`src/hw/rtl/dfe_pkg.sv`:
```
// Shared types and constants of the delimited frame extractor.
// Depends on nothing; imported by the controller, datapath and top level.
package dfe_pkg;

    localparam logic [1:0] ST_BYTE     = 2'd0;
    localparam logic [1:0] ST_RESTART  = 2'd1;
    localparam logic [1:0] ST_STRAY    = 2'd2;
    localparam logic [1:0] ST_OVERFLOW = 2'd3;

    localparam int REG_BEGIN = 0;
    localparam int REG_END   = 1;

    typedef struct packed {
        logic       restart;
        logic       store;
        logic       close;
        logic       emit;
        logic [1:0] emit_code;
        logic       rd;
        logic       load;
        logic       idx_clr;
        logic       idx_inc;
    } dfe_cmd_t;

    typedef struct packed {
        logic is_begin;
        logic is_end;
        logic frame_open;
        logic full;
        logic idx_last;
        logic out_free;
    } dfe_sts_t;

endpackage

```
`src/hw/rtl/dfe_ram.sv`:
```
// Generic single-port-write, single-port-read RAM with registered read data.
// Depends on nothing.
module dfe_ram #(
    parameter int WIDTH = 8,
    parameter int DEPTH = 64
) (
    input  logic                                  clk,
    input  logic                                  we,
    input  logic [(DEPTH > 1 ? $clog2(DEPTH) : 1)-1:0] waddr,
    input  logic [WIDTH-1:0]                      wdata,
    input  logic                                  re,
    input  logic [(DEPTH > 1 ? $clog2(DEPTH) : 1)-1:0] raddr,
    output logic [WIDTH-1:0]                      rdata
);

    logic [WIDTH-1:0] mem [DEPTH];

    always_ff @(posedge clk)
    begin
        if (we)
        begin
            mem[waddr] <= wdata;
        end
        if (re)
        begin
            rdata <= mem[raddr];
        end
    end

endmodule

```
`src/hw/rtl/dfe_ctrl.sv`:
```
// Controller of the frame extractor: accepts bytes, classifies them, runs readout.
// Depends on dfe_pkg; drives the datapath through dfe_cmd_t.
module dfe_ctrl (
    input  logic              clk,
    input  logic              rst_n,
    input  logic              s_tvalid,
    output logic              s_tready,
    input  dfe_pkg::dfe_sts_t sts,
    output dfe_pkg::dfe_cmd_t cmd
);
    import dfe_pkg::*;

    localparam logic [1:0] S_IDLE = 2'd0;
    localparam logic [1:0] S_RD   = 2'd1;
    localparam logic [1:0] S_LD   = 2'd2;

    logic [1:0] state_reg;
    logic [1:0] state_next;
    logic       accept;

    assign s_tready = (state_reg == S_IDLE) && sts.out_free;
    assign accept   = s_tvalid && s_tready;

    always_comb
    begin
        cmd        = '0;
        state_next = state_reg;
        case (state_reg)
            S_IDLE:
            begin
                if (accept)
                begin
                    if (sts.is_begin)
                    begin
                        cmd.restart = 1'b1;
                        if (sts.frame_open)
                        begin
                            cmd.emit      = 1'b1;
                            cmd.emit_code = ST_RESTART;
                        end
                    end
                    else if (!sts.frame_open)
                    begin
                        if (sts.is_end)
                        begin
                            cmd.emit      = 1'b1;
                            cmd.emit_code = ST_STRAY;
                        end
                    end
                    else if (sts.full)
                    begin
                        cmd.close     = 1'b1;
                        cmd.emit      = 1'b1;
                        cmd.emit_code = ST_OVERFLOW;
                    end
                    else
                    begin
                        cmd.store = 1'b1;
                        if (sts.is_end)
                        begin
                            cmd.idx_clr = 1'b1;
                            state_next  = S_RD;
                        end
                    end
                end
            end
            S_RD:
            begin
                cmd.rd     = 1'b1;
                state_next = S_LD;
            end
            S_LD:
            begin
                if (sts.out_free)
                begin
                    cmd.load = 1'b1;
                    if (sts.idx_last)
                    begin
                        cmd.close  = 1'b1;
                        state_next = S_IDLE;
                    end
                    else
                    begin
                        cmd.idx_inc = 1'b1;
                        state_next  = S_RD;
                    end
                end
            end
            default:
            begin
                state_next = S_IDLE;
            end
        endcase
    end

    always_ff @(posedge clk or negedge rst_n)
    begin
        if (!rst_n)
        begin
            state_reg <= S_IDLE;
        end
        else
        begin
            state_reg <= state_next;
        end
    end

    a_load_only_in_ld: assert property (@(posedge clk) disable iff (!rst_n)
        cmd.load |-> (state_reg == S_LD))
        else $error("load outside readout");

    a_rd_then_ld: assert property (@(posedge clk) disable iff (!rst_n)
        cmd.rd |=> (state_reg == S_LD))
        else $error("read not followed by load state");

    a_no_accept_in_drain: assert property (@(posedge clk) disable iff (!rst_n)
        (state_reg != S_IDLE) |-> !s_tready)
        else $error("input taken during readout");

endmodule

```
`src/hw/rtl/dfe_datapath.sv`:
```
// Datapath of the frame extractor: config registers, fill count, frame store, output register.
// Depends on dfe_pkg and dfe_ram; commanded by dfe_ctrl.
module dfe_datapath #(
    parameter int MAX_FRAME = 64
) (
    input  logic              clk,
    input  logic              rst_n,
    input  dfe_pkg::dfe_cmd_t cmd,
    output dfe_pkg::dfe_sts_t sts,
    input  logic [7:0]        s_tdata,
    input  logic              psel,
    input  logic              penable,
    input  logic              pwrite,
    input  logic [2:0]        paddr,
    input  logic [31:0]       pwdata,
    output logic [31:0]       prdata,
    output logic              m_tvalid,
    input  logic              m_tready,
    output logic [7:0]        m_tdata,
    output logic              m_tlast,
    output logic [1:0]        m_tuser
);
    import dfe_pkg::*;

    localparam int AW = (MAX_FRAME > 1) ? $clog2(MAX_FRAME) : 1;
    localparam int CW = $clog2(MAX_FRAME + 1);

    logic [7:0]    begin_reg;
    logic [7:0]    end_reg;
    logic [CW-1:0] fill_reg;
    logic [CW-1:0] fill_next;
    logic [CW-1:0] fill_m1;
    logic          open_reg;
    logic          open_next;
    logic [AW-1:0] idx_reg;
    logic [AW-1:0] idx_next;
    logic          out_valid_reg;
    logic [7:0]    out_data_reg;
    logic          out_last_reg;
    logic [1:0]    out_status_reg;
    logic          cfg_wr;
    logic          ram_we;
    logic [AW-1:0] ram_waddr;
    logic [7:0]    ram_q;

    assign cfg_wr = psel && penable && pwrite;
    assign prdata = {24'd0, (paddr[2] ? end_reg : begin_reg)};

    always_ff @(posedge clk or negedge rst_n)
    begin
        if (!rst_n)
        begin
            begin_reg <= 8'd2;
            end_reg   <= 8'd3;
        end
        else if (cfg_wr)
        begin
            if (paddr[2] == REG_END[0])
            begin
                end_reg <= pwdata[7:0];
            end
            else
            begin
                begin_reg <= pwdata[7:0];
            end
        end
    end

    assign fill_m1 = fill_reg - CW'(1);

    assign sts.is_begin   = (s_tdata == begin_reg);
    assign sts.is_end     = (s_tdata == end_reg);
    assign sts.frame_open = open_reg;
    assign sts.full       = (fill_reg == CW'(MAX_FRAME));
    assign sts.idx_last   = (idx_reg == fill_m1[AW-1:0]);
    assign sts.out_free   = !out_valid_reg || m_tready;

    always_comb
    begin
        fill_next = fill_reg;
        open_next = open_reg;
        if (cmd.restart)
        begin
            fill_next = CW'(1);
            open_next = 1'b1;
        end
        else if (cmd.store)
        begin
            fill_next = fill_reg + CW'(1);
        end
        else if (cmd.close)
        begin
            fill_next = '0;
            open_next = 1'b0;
        end
    end

    always_comb
    begin
        idx_next = idx_reg;
        if (cmd.idx_clr)
        begin
            idx_next = '0;
        end
        else if (cmd.idx_inc)
        begin
            idx_next = idx_reg + AW'(1);
        end
    end

    always_ff @(posedge clk or negedge rst_n)
    begin
        if (!rst_n)
        begin
            fill_reg <= '0;
            open_reg <= 1'b0;
            idx_reg  <= '0;
        end
        else
        begin
            fill_reg <= fill_next;
            open_reg <= open_next;
            idx_reg  <= idx_next;
        end
    end

    assign ram_we    = cmd.restart || cmd.store;
    assign ram_waddr = cmd.restart ? '0 : fill_reg[AW-1:0];

    dfe_ram #(
        .WIDTH (8),
        .DEPTH (MAX_FRAME)
    ) u_store (
        .clk   (clk),
        .we    (ram_we),
        .waddr (ram_waddr),
        .wdata (s_tdata),
        .re    (cmd.rd),
        .raddr (idx_reg),
        .rdata (ram_q)
    );

    always_ff @(posedge clk or negedge rst_n)
    begin
        if (!rst_n)
        begin
            out_valid_reg <= 1'b0;
        end
        else if (cmd.emit || cmd.load)
        begin
            out_valid_reg <= 1'b1;
        end
        else if (m_tready)
        begin
            out_valid_reg <= 1'b0;
        end
    end

    always_ff @(posedge clk)
    begin
        if (cmd.emit)
        begin
            out_data_reg   <= 8'd0;
            out_last_reg   <= 1'b1;
            out_status_reg <= cmd.emit_code;
        end
        else if (cmd.load)
        begin
            out_data_reg   <= ram_q;
            out_last_reg   <= sts.idx_last;
            out_status_reg <= ST_BYTE;
        end
    end

    assign m_tvalid = out_valid_reg;
    assign m_tdata  = out_data_reg;
    assign m_tlast  = out_last_reg;
    assign m_tuser  = out_status_reg;

    a_fill_bound: assert property (@(posedge clk) disable iff (!rst_n)
        fill_reg <= CW'(MAX_FRAME))
        else $error("fill count beyond store depth");

    a_single_source: assert property (@(posedge clk) disable iff (!rst_n)
        !(cmd.emit && cmd.load))
        else $error("status and frame byte loaded together");

    a_no_overwrite: assert property (@(posedge clk) disable iff (!rst_n)
        (cmd.emit || cmd.load) |-> sts.out_free)
        else $error("output register overwritten before transfer");

    a_store_needs_room: assert property (@(posedge clk) disable iff (!rst_n)
        cmd.store |-> (open_reg && !sts.full))
        else $error("store into closed or full frame");

endmodule

```
`src/hw/rtl/delimited_frame_extractor_unit.sv`:
```
// Top level of the delimited frame extractor: controller plus datapath.
// Depends on dfe_pkg, dfe_ctrl, dfe_datapath (and dfe_ram below it).
//
// Channel   Dir  Signals                         Contents
// s_*       in   s_tvalid/s_tready/s_tdata       rx_byte[7:0]
// m_*       out  m_tvalid/m_tready/m_tdata ...   out_byte, out_last, out_status
// apb       in   psel/penable/pwrite/paddr/...   0x0 begin_char, 0x4 end_char
//
// A byte that does not close a frame is handled as it is accepted; a status item is loaded on acceptance.
// A closing byte starts readout of the n-byte frame: each byte is read from the frame store through
// its single registered read port (S_RD), then loaded into the output register once that is free (S_LD).
// s_tready is low during readout and while an unaccepted result blocks the output register.
// rst_n is asynchronous, active low; it closes any frame and restores the delimiters.
// The frame store has no reset; only entries of the current frame are read.
module delimited_frame_extractor_unit #(
    parameter int MAX_FRAME = 64
) (
    input  logic        clk,
    input  logic        rst_n,
    input  logic        s_tvalid,
    output logic        s_tready,
    input  logic [7:0]  s_tdata,   // [7:0] rx_byte
    output logic        m_tvalid,
    input  logic        m_tready,
    output logic [7:0]  m_tdata,   // [7:0] out_byte
    output logic        m_tlast,
    output logic [1:0]  m_tuser,   // [1:0] out_status
    input  logic        psel,
    input  logic        penable,
    input  logic        pwrite,
    input  logic [2:0]  paddr,
    input  logic [31:0] pwdata,
    output logic [31:0] prdata,
    output logic        pready
);
    import dfe_pkg::*;

    dfe_cmd_t cmd;
    dfe_sts_t sts;

    assign pready = 1'b1;

    dfe_ctrl u_ctrl (
        .clk      (clk),
        .rst_n    (rst_n),
        .s_tvalid (s_tvalid),
        .s_tready (s_tready),
        .sts      (sts),
        .cmd      (cmd)
    );

    dfe_datapath #(
        .MAX_FRAME (MAX_FRAME)
    ) u_datapath (
        .clk      (clk),
        .rst_n    (rst_n),
        .cmd      (cmd),
        .sts      (sts),
        .s_tdata  (s_tdata),
        .psel     (psel),
        .penable  (penable),
        .pwrite   (pwrite),
        .paddr    (paddr),
        .pwdata   (pwdata),
        .prdata   (prdata),
        .m_tvalid (m_tvalid),
        .m_tready (m_tready),
        .m_tdata  (m_tdata),
        .m_tlast  (m_tlast),
        .m_tuser  (m_tuser)
    );

endmodule

```
`config.mk`:
```
export PLATFORM = sky130hd
export DESIGN_NAME = delimited_frame_extractor_unit
export DESIGN_NICKNAME = d
export VERILOG_FILES = /design/src/hw/rtl/dfe_pkg.sv /design/src/hw/rtl/dfe_ram.sv /design/src/hw/rtl/dfe_ctrl.sv /design/src/hw/rtl/dfe_datapath.sv /design/src/hw/rtl/delimited_frame_extractor_unit.sv
export SDC_FILE = /design/constraint.sdc
export NUM_CORES = 1
export LEC_CHECK = 0
export BUFFER_PORTS_ARGS = -buffer_cell sky130_fd_sc_hd__buf_2
export CORE_ASPECT_RATIO = 1.25
export CORE_UTILIZATION = 40
export CTS_CLUSTER_SIZE = 12
export DETAILED_ROUTE_END_ITERATION = 6
export HOLD_SLACK_MARGIN = 0.15
export PLACE_DENSITY = 0.7
export SLEW_MARGIN = 5
export SYNTH_ARGS = -nofsm -noshare
export SYNTH_HDL_FRONTEND = slang
export SYNTH_SLANG_ARGS = --single-unit
```
`constraint.sdc`:
```
create_clock -name clk -period 3.61 [get_ports clk]
set_clock_uncertainty 0.05 [all_clocks]
set_input_delay 0.722 -clock clk [delete_from_list [all_inputs] [get_ports clk]]
set_output_delay 0.722 -clock clk [all_outputs]
set_load 0.01 [all_outputs]
```
==> results of run 1 <==
through the flow:
step                      power (uW)  hold slack [ns]  setup slack, ns
after global placement         12300            0.394            0.137
after CTS                      17500            0.192            0.335
final                          17400            0.188            0.308
after global routing           18000            0.230            0.156
after floorplan                10800            0.376            0.191
after detailed placement       12300            0.398           0.0732
cell families after synthesis:
| family | after synthesis | synth area share (%) |
|---|---|---|
| multiplexers | 186 | 14.2 |
| buffers and inverters | 106 | 2.30 |
| other | 2 | 0.0331 |
| AO/OA/AOI/OAI | 140 | 4.38 |
| flip-flops | 564 | 73.6 |
| XOR/XNOR | 23 | 0.888 |
| adder cells (fa/ha/maj) | 3 | 0.166 |
| AND/OR/NAND/NOR | 218 | 4.44 |
final timing paths:
| path | start | endpoint | slack (ns) | depth (start not counted) |
|---|---|---|---|---|
| min in group clk | pwdata[0] | u_datapath.end_reg[0] | 0.34 | 2 |
| max in group asynchronous | rst_n | u_datapath.idx_reg[1] | 2.73 | 1 |
| worst max register to register | u_datapath.fill_reg[1] | u_datapath.u_store.mem[42][6] | 0.31 | 8 |
| worst min-delay path | rst_n | u_datapath.begin_reg[0] | 0.19 | 1 |
| worst max-delay path | u_datapath.fill_reg[1] | u_datapath.u_store.mem[42][6] | 0.31 | 8 |
| worst min register to register | u_datapath.m_tdata[3] | u_datapath.m_tdata[3] | 0.40 | 2 |
per-layer routing:
layer	global-route usage, %	share of wire (%)
met5	0	0
met4	8.15	4.2
met3	2.46	5.8
met2	33.9	53
met1	22.2	37
power by group through the flow:
stage / logic [uW] / registers (uW) / clock network, uW
6_report: 4380 / 7790 / 5210
3_3_place_gp: 4350 / 7920 / 0
3_5_place_dp: 4400 / 7930 / 0
5_1_grt: 4650 / 7830 / 5510
2_1_floorplan: 3020 / 7750 / 0
4_1_cts: 4420 / 7800 / 5280
cells in the final DEF, fill, tap and decap left out, drive strengths merged, types with 4 or more instances in the layout:
| cell | Yosys | layout |
|---|---|---|
| nor4 | 8 | 8 |
| a31oi | 5 | 5 |
| o22ai | 7 | 7 |
| nand2 | 65 | 65 |
| nor2b | 8 | 8 |
| o21ai | 21 | 21 |
| a2111oi | 8 | 8 |
| nand4 | 8 | 8 |
| nor2 | 74 | 74 |
| dfrtp | 30 | 30 |
| buf | 55 | 134 |
| or3 | 6 | 6 |
| edfxtp | 522 | 522 |
| mux4 | 106 | 106 |
| inv | 7 | 7 |
| clkbuf | 44 | 81 |
| xor2 | 9 | 9 |
| xnor2 | 14 | 14 |
| nand3 | 19 | 19 |
| or4 | 4 | 4 |
| and2 | 4 | 4 |
| a211o | 5 | 5 |
| a21oi | 32 | 32 |
| conb | 2 | 25 |
| dfxtp | 9 | 9 |
| a21o | 4 | 4 |
| a22oi | 23 | 23 |
| o221ai | 11 | 11 |
| nor3 | 10 | 10 |
| mux2 | 29 | 29 |
| mux2i | 51 | 51 |
final cells by class:
type	count	area, sq um	area share, %
Multi-Input combinational cell	595	5570	21.6
Clock buffer	81	1540	5.97
Inverter	7	26.3	0.102
Sequential cell	564	16700	64.8
Tap cell	742	928	3.61
Timing Repair Buffer	134	946	3.67
Clock inverter	4	42.5	0.165
Antenna cell	1	2.50	0.00972
cells in the mapped netlist, drive strengths merged (10+ instances only):
master	instances	area [sq um]
edfxtp	522	15700
mux4	106	2390
nor2	74	278
nand2	65	246
buf	55	329
mux2i	51	510
clkbuf	44	165
a21oi	32	164
dfrtp	30	751
mux2	29	327
a22oi	23	173
o21ai	21	109
nand3	19	95.1
xnor2	14	123
o221ai	11	96.3
nor3	10	50.1
critical path: cells and delay by family, from the launching register on:
family | cells | cell delay, ns
compound gates | 1 | 0.29
fa+ha+maj | 1 | 0.23
buf+inv | 2 | 0.32
flops | 1 | 0.52
simple gates | 4 | 1.51
==> metrics, run 1 <==
status complete, no violations; Worst-Skew Late Latency 0.58 ns; Critical Path AT 3.45 ns; sequential share of power 44.9%; Power Internal 12400 uW; Post-DRT Antenna Nets 0; IO Pins 96; Pleak 0.00827 uW; Detailed Place HPWL 34.2 mm; routed len/inst 25.1 microns; DR vias/cell 5.58; Clock Pin Slew Worst Setup and Hold Paths 0.06 ns; net switching power 4940 uW; final setup vio count 0; Power Density 675 mW/mm^2; Max Cap Violations 0; Slew HR 33.2%; Tot GR Track Use 18.7%; synth warn 0; FFs w/ async S/R, synth 5.85%; Biggest register u_datapath.u_store.mem; Slowest cell on crit path nor2_1; DP Area 0.0242 sq mm; Yosys cell types 63; WS Path Type reg2reg; Chip Width 215 microns; worst endpoint required time 3.76 ns; placer congestion estimate 0.852; largest net degree at the start of global routing 66; minimum clock period 3.30 ns; number of global-route vias before repair 12200; die area 0.0576 sq mm; H-tree depth 2; achievable frequency 303 MHz; Num CTS Buffers 54; Post-Layout Inst Area 0.0257 sq mm; Post-synth EDFFs 522; Switching Fraction 28.4%; Fillers 4707; Synth-to-Final Area Change 13.5%; Synth Instances 1242; fin crit share 91.5%; worst-case clock buffer depth 3; layout cells sized above 1 25.1%; cell chain of the critical path inv_1, ha_1, nor2b_1, a31o_2, nand2b_1, or4_1, buf_4, nor2_1; Root Buffer clkbuf_16; sequential area share after synthesis 73.6%; initial core utilization 40.4%; hold buffers post-CTS 0; Hold WC Path Type in2async; Iter 0 DRT Violations 1054; RSZ-0062 raised after global routing false; final WL 53.4 mm; Worst-Margin Slew 0.999 ns; drt pass-1 iters 5; combinational share of power 25.2%; PortBufs 44; non-filler cells in the finished layout 2128; Cells after DPL 2042; die height 268 microns; startpoint types flop; clk sink count 564; FF+latch count, synth 564; Synth Cell Area 0.0227 sq mm; CTS tree done; final core utilization 45.9%; gr ovfl total 0; slowest cell delay on critical path 0.69 ns; Core Area 0.0561 sq mm; first-pass GRT wire length 78.8 mm; average size of a mapped cell 18.3 sq um; # Post-CTS Setup Buffers 0; Vias 11900; Post-synth top flop edfxtp_1; Largest register FFs 512; Max FO, Critical Path 10; post-CTS sizing 0; final hold vios 0; Peak VDD IR 0.413 mV; DRC viols 0; Final TNS setup 0 ns; clock share of power 30.0%; initial antenna violation count 1; Setup crit end kind flop; Cell Rows 97; NumNets Final 1409; Max Transition Viols Final 0
No activity file was read; power rests on OpenSTA's default activity.
==> inputs of run 2 (changes only) <==
- RECOVER_POWER: unset -> 50
==> run 2 against run 1 <==
The flow now finishes with violations (capacitance limit, slew limit). Critical path depth grew 1. Sequential power is essentially flat. Largest power group unchanged. Critical endpoint is now u_datapath.u_store.mem[62][1]. Setup slack lost 0.0056 ns.
==> metrics, run 2 (synthesis gave the netlist of run 1 again) <==
Critical Path AT 3.46 ns (about the same); Worst-Skew Late Latency 0.58 ns (about the same); layout cells sized above 1 24.2% (-0.87 points); status complete, but fails checks; Max Transition Viols Final 158 (+158); slowest cell delay on critical path 0.73 ns (+0.04 ns); Buf/Inv on CP 3 (+1); Fillers 4715 (+0.17%); IO Pins 96 (unchanged); Synth-to-Final Area Change 13.4%; Hold WC Path Type in2reg; die area 0.0576 sq mm (unchanged); Worst-Margin Slew 1.95 ns (+0.954 ns); startpoint types flop; hold buffers post-CTS 0 (unchanged); placer congestion estimate 0.852 (unchanged); Iter 0 DRT Violations 1037 (-1.6%); Clock Pin Slew Worst Setup and Hold Paths 0.06 ns (about the same); die height 268 microns (unchanged); sequential share of power 44.9% (about the same); clock share of power 30.0% (about the same); final setup vio count 0 (unchanged); number of global-route vias before repair 12200 (unchanged); H-tree depth 2 (unchanged); Root Buffer clkbuf_16; gr ovfl total 0 (unchanged); Crit path top cell by count buf_4; Power Internal 12400 uW (about the same); final core utilization 45.8% (-0.067 points); Chip Width 215 microns (unchanged); worst endpoint required time 3.76 ns (about the same); NumNets Final 1409 (unchanged); DR vias/cell 5.57 (-0.10%); routed len/inst 25.1 microns (-0.15%); Biggest register u_datapath.u_store.mem; CTS tree done; Slew HR -30.2% (-63 points); combinational share of power 25.1% (about the same); failing checks capacitance limit, slew limit; commonest non-fill, non-tap cell in the layout edfxtp_1; final hold vios 0 (unchanged); Max FO, Critical Path 13 (+3); met3 Usage GRT 2.46% (unchanged); DRC viols 0 (unchanged); register area 0.0167 sq mm (unchanged); Num CTS Buffers 54 (unchanged); Final TNS setup 0 ns (unchanged); GR peak layer met2; minimum clock period 3.31 ns (+0.00560 ns); Pleak 0.00823 uW (-0.48%); most frequent cells in the layout edfxtp_1, mux4_2, buf_4, nor2_1, nand2_1; Slowest cell on crit path nor2_1; Power Density 676 mW/mm^2 (+0.14%); Detailed Place HPWL 34.2 mm (unchanged); achievable frequency 302 MHz (-0.17%); M1 GR Usage 22.2% (unchanged); Post-DRT Antenna Nets 0 (unchanged); initial antenna violation count 1 (unchanged); Core Area 0.0561 sq mm (unchanged); area of the multi-input gates 0.00557 sq mm (unchanged); Cell Rows 97 (unchanged); Switching Fraction 28.4% (about the same); Peak VDD IR 0.414 mV (+0.17%); final WL 53.3 mm (-0.15%); Largest register FFs 512 (unchanged); cell chain of the critical path inv_1, ha_1, nor2b_1, a31o_2, a211oi_1, buf_4, nand4_1, buf_4, nor2_1; first-pass GRT wire length 78.8 mm (unchanged); RSZ-0062 raised after global routing false; fin crit share 91.6% (+0.16 points); delay-heaviest family, CP simple AND/OR/NAND/NOR gates; Setup crit end kind flop; post-CTS sizing 0 (unchanged); initial core utilization 40.4% (unchanged); worst-case clock buffer depth 3 (unchanged); Max Cap Violations 4 (+4); # Post-CTS Setup Buffers 0 (unchanged); largest net degree at the start of global routing 66 (unchanged); met2 Usage GRT 33.9% (unchanged); net switching power 4930 uW (about the same); PortBufs 44 (unchanged); drt pass-1 iters 5 (unchanged); Vias 11900 (-0.10%); clk sink count 564 (unchanged); WS Path Type reg2reg; Tot GR Track Use 18.7% (unchanged)
## run 2: cell types whose count changed in the layout (fill, tap and decap cells not counted), sizes merged
| cell | before | now |
|---|---|---|
| buf | 134 | 115 |
| clkbuf | 81 | 100 |
## run 2: stage by stage
stage                     hold WS (ns)  total power, uW  cells  instance area (sq um)  setup slack, ns
after CTS                        0.192            17500   2127                  25700            0.335
after global placement           0.394            12300   2042                  24200            0.137
after floorplan                  0.376            10800   1265                  22800            0.191
after detailed placement         0.398            12300   2042                  24200           0.0732
final                            0.342            17400   2128                  25700            0.302
after global routing             0.325            18000   2128                  25700            0.156
## run 2: final cells by class
type                    count  area share [%]
inverters                   7           0.102
multi-input cells         595            21.7
well taps                 742            3.61
diodes                      1         0.00973
repair buffers            134            3.53
flip-flops and latches    564            64.9
clock buffers              81            5.98
clock inverters             4           0.165
## run 2: power groups by stage
stage	Combinational [uW]	Clock, uW	Sequential [uW]
6_report	4360	5210	7800
2_1_floorplan	3020	0	7750
5_1_grt	4650	5510	7840
3_5_place_dp	4400	0	7930
4_1_cts	4420	5280	7800
3_3_place_gp	4350	0	7920
## run 2: worst paths after layout
path	startpoint	cells after the start	endpoint	slack (ns)
hold / removal	pwdata[0]	2	u_datapath.end_reg[0]	0.34
hold reg to reg	u_datapath.m_tdata[3]	2	u_datapath.m_tdata[3]	0.40
min in group asynchronous	rst_n	1	u_datapath.begin_reg[0]	0.64
setup reg to reg	u_datapath.fill_reg[1]	9	u_datapath.u_store.mem[62][1]	0.30
setup / recovery	u_datapath.fill_reg[1]	9	u_datapath.u_store.mem[62][1]	0.30
max in group asynchronous	rst_n	1	u_datapath.idx_reg[1]	1.49
## run 2: metal layers
metal	part of all wire [%]	routed length, microns
met1	38	20100
met2	53	28000
met3	5.3	2830
met4	4.5	2380
met5	0	0
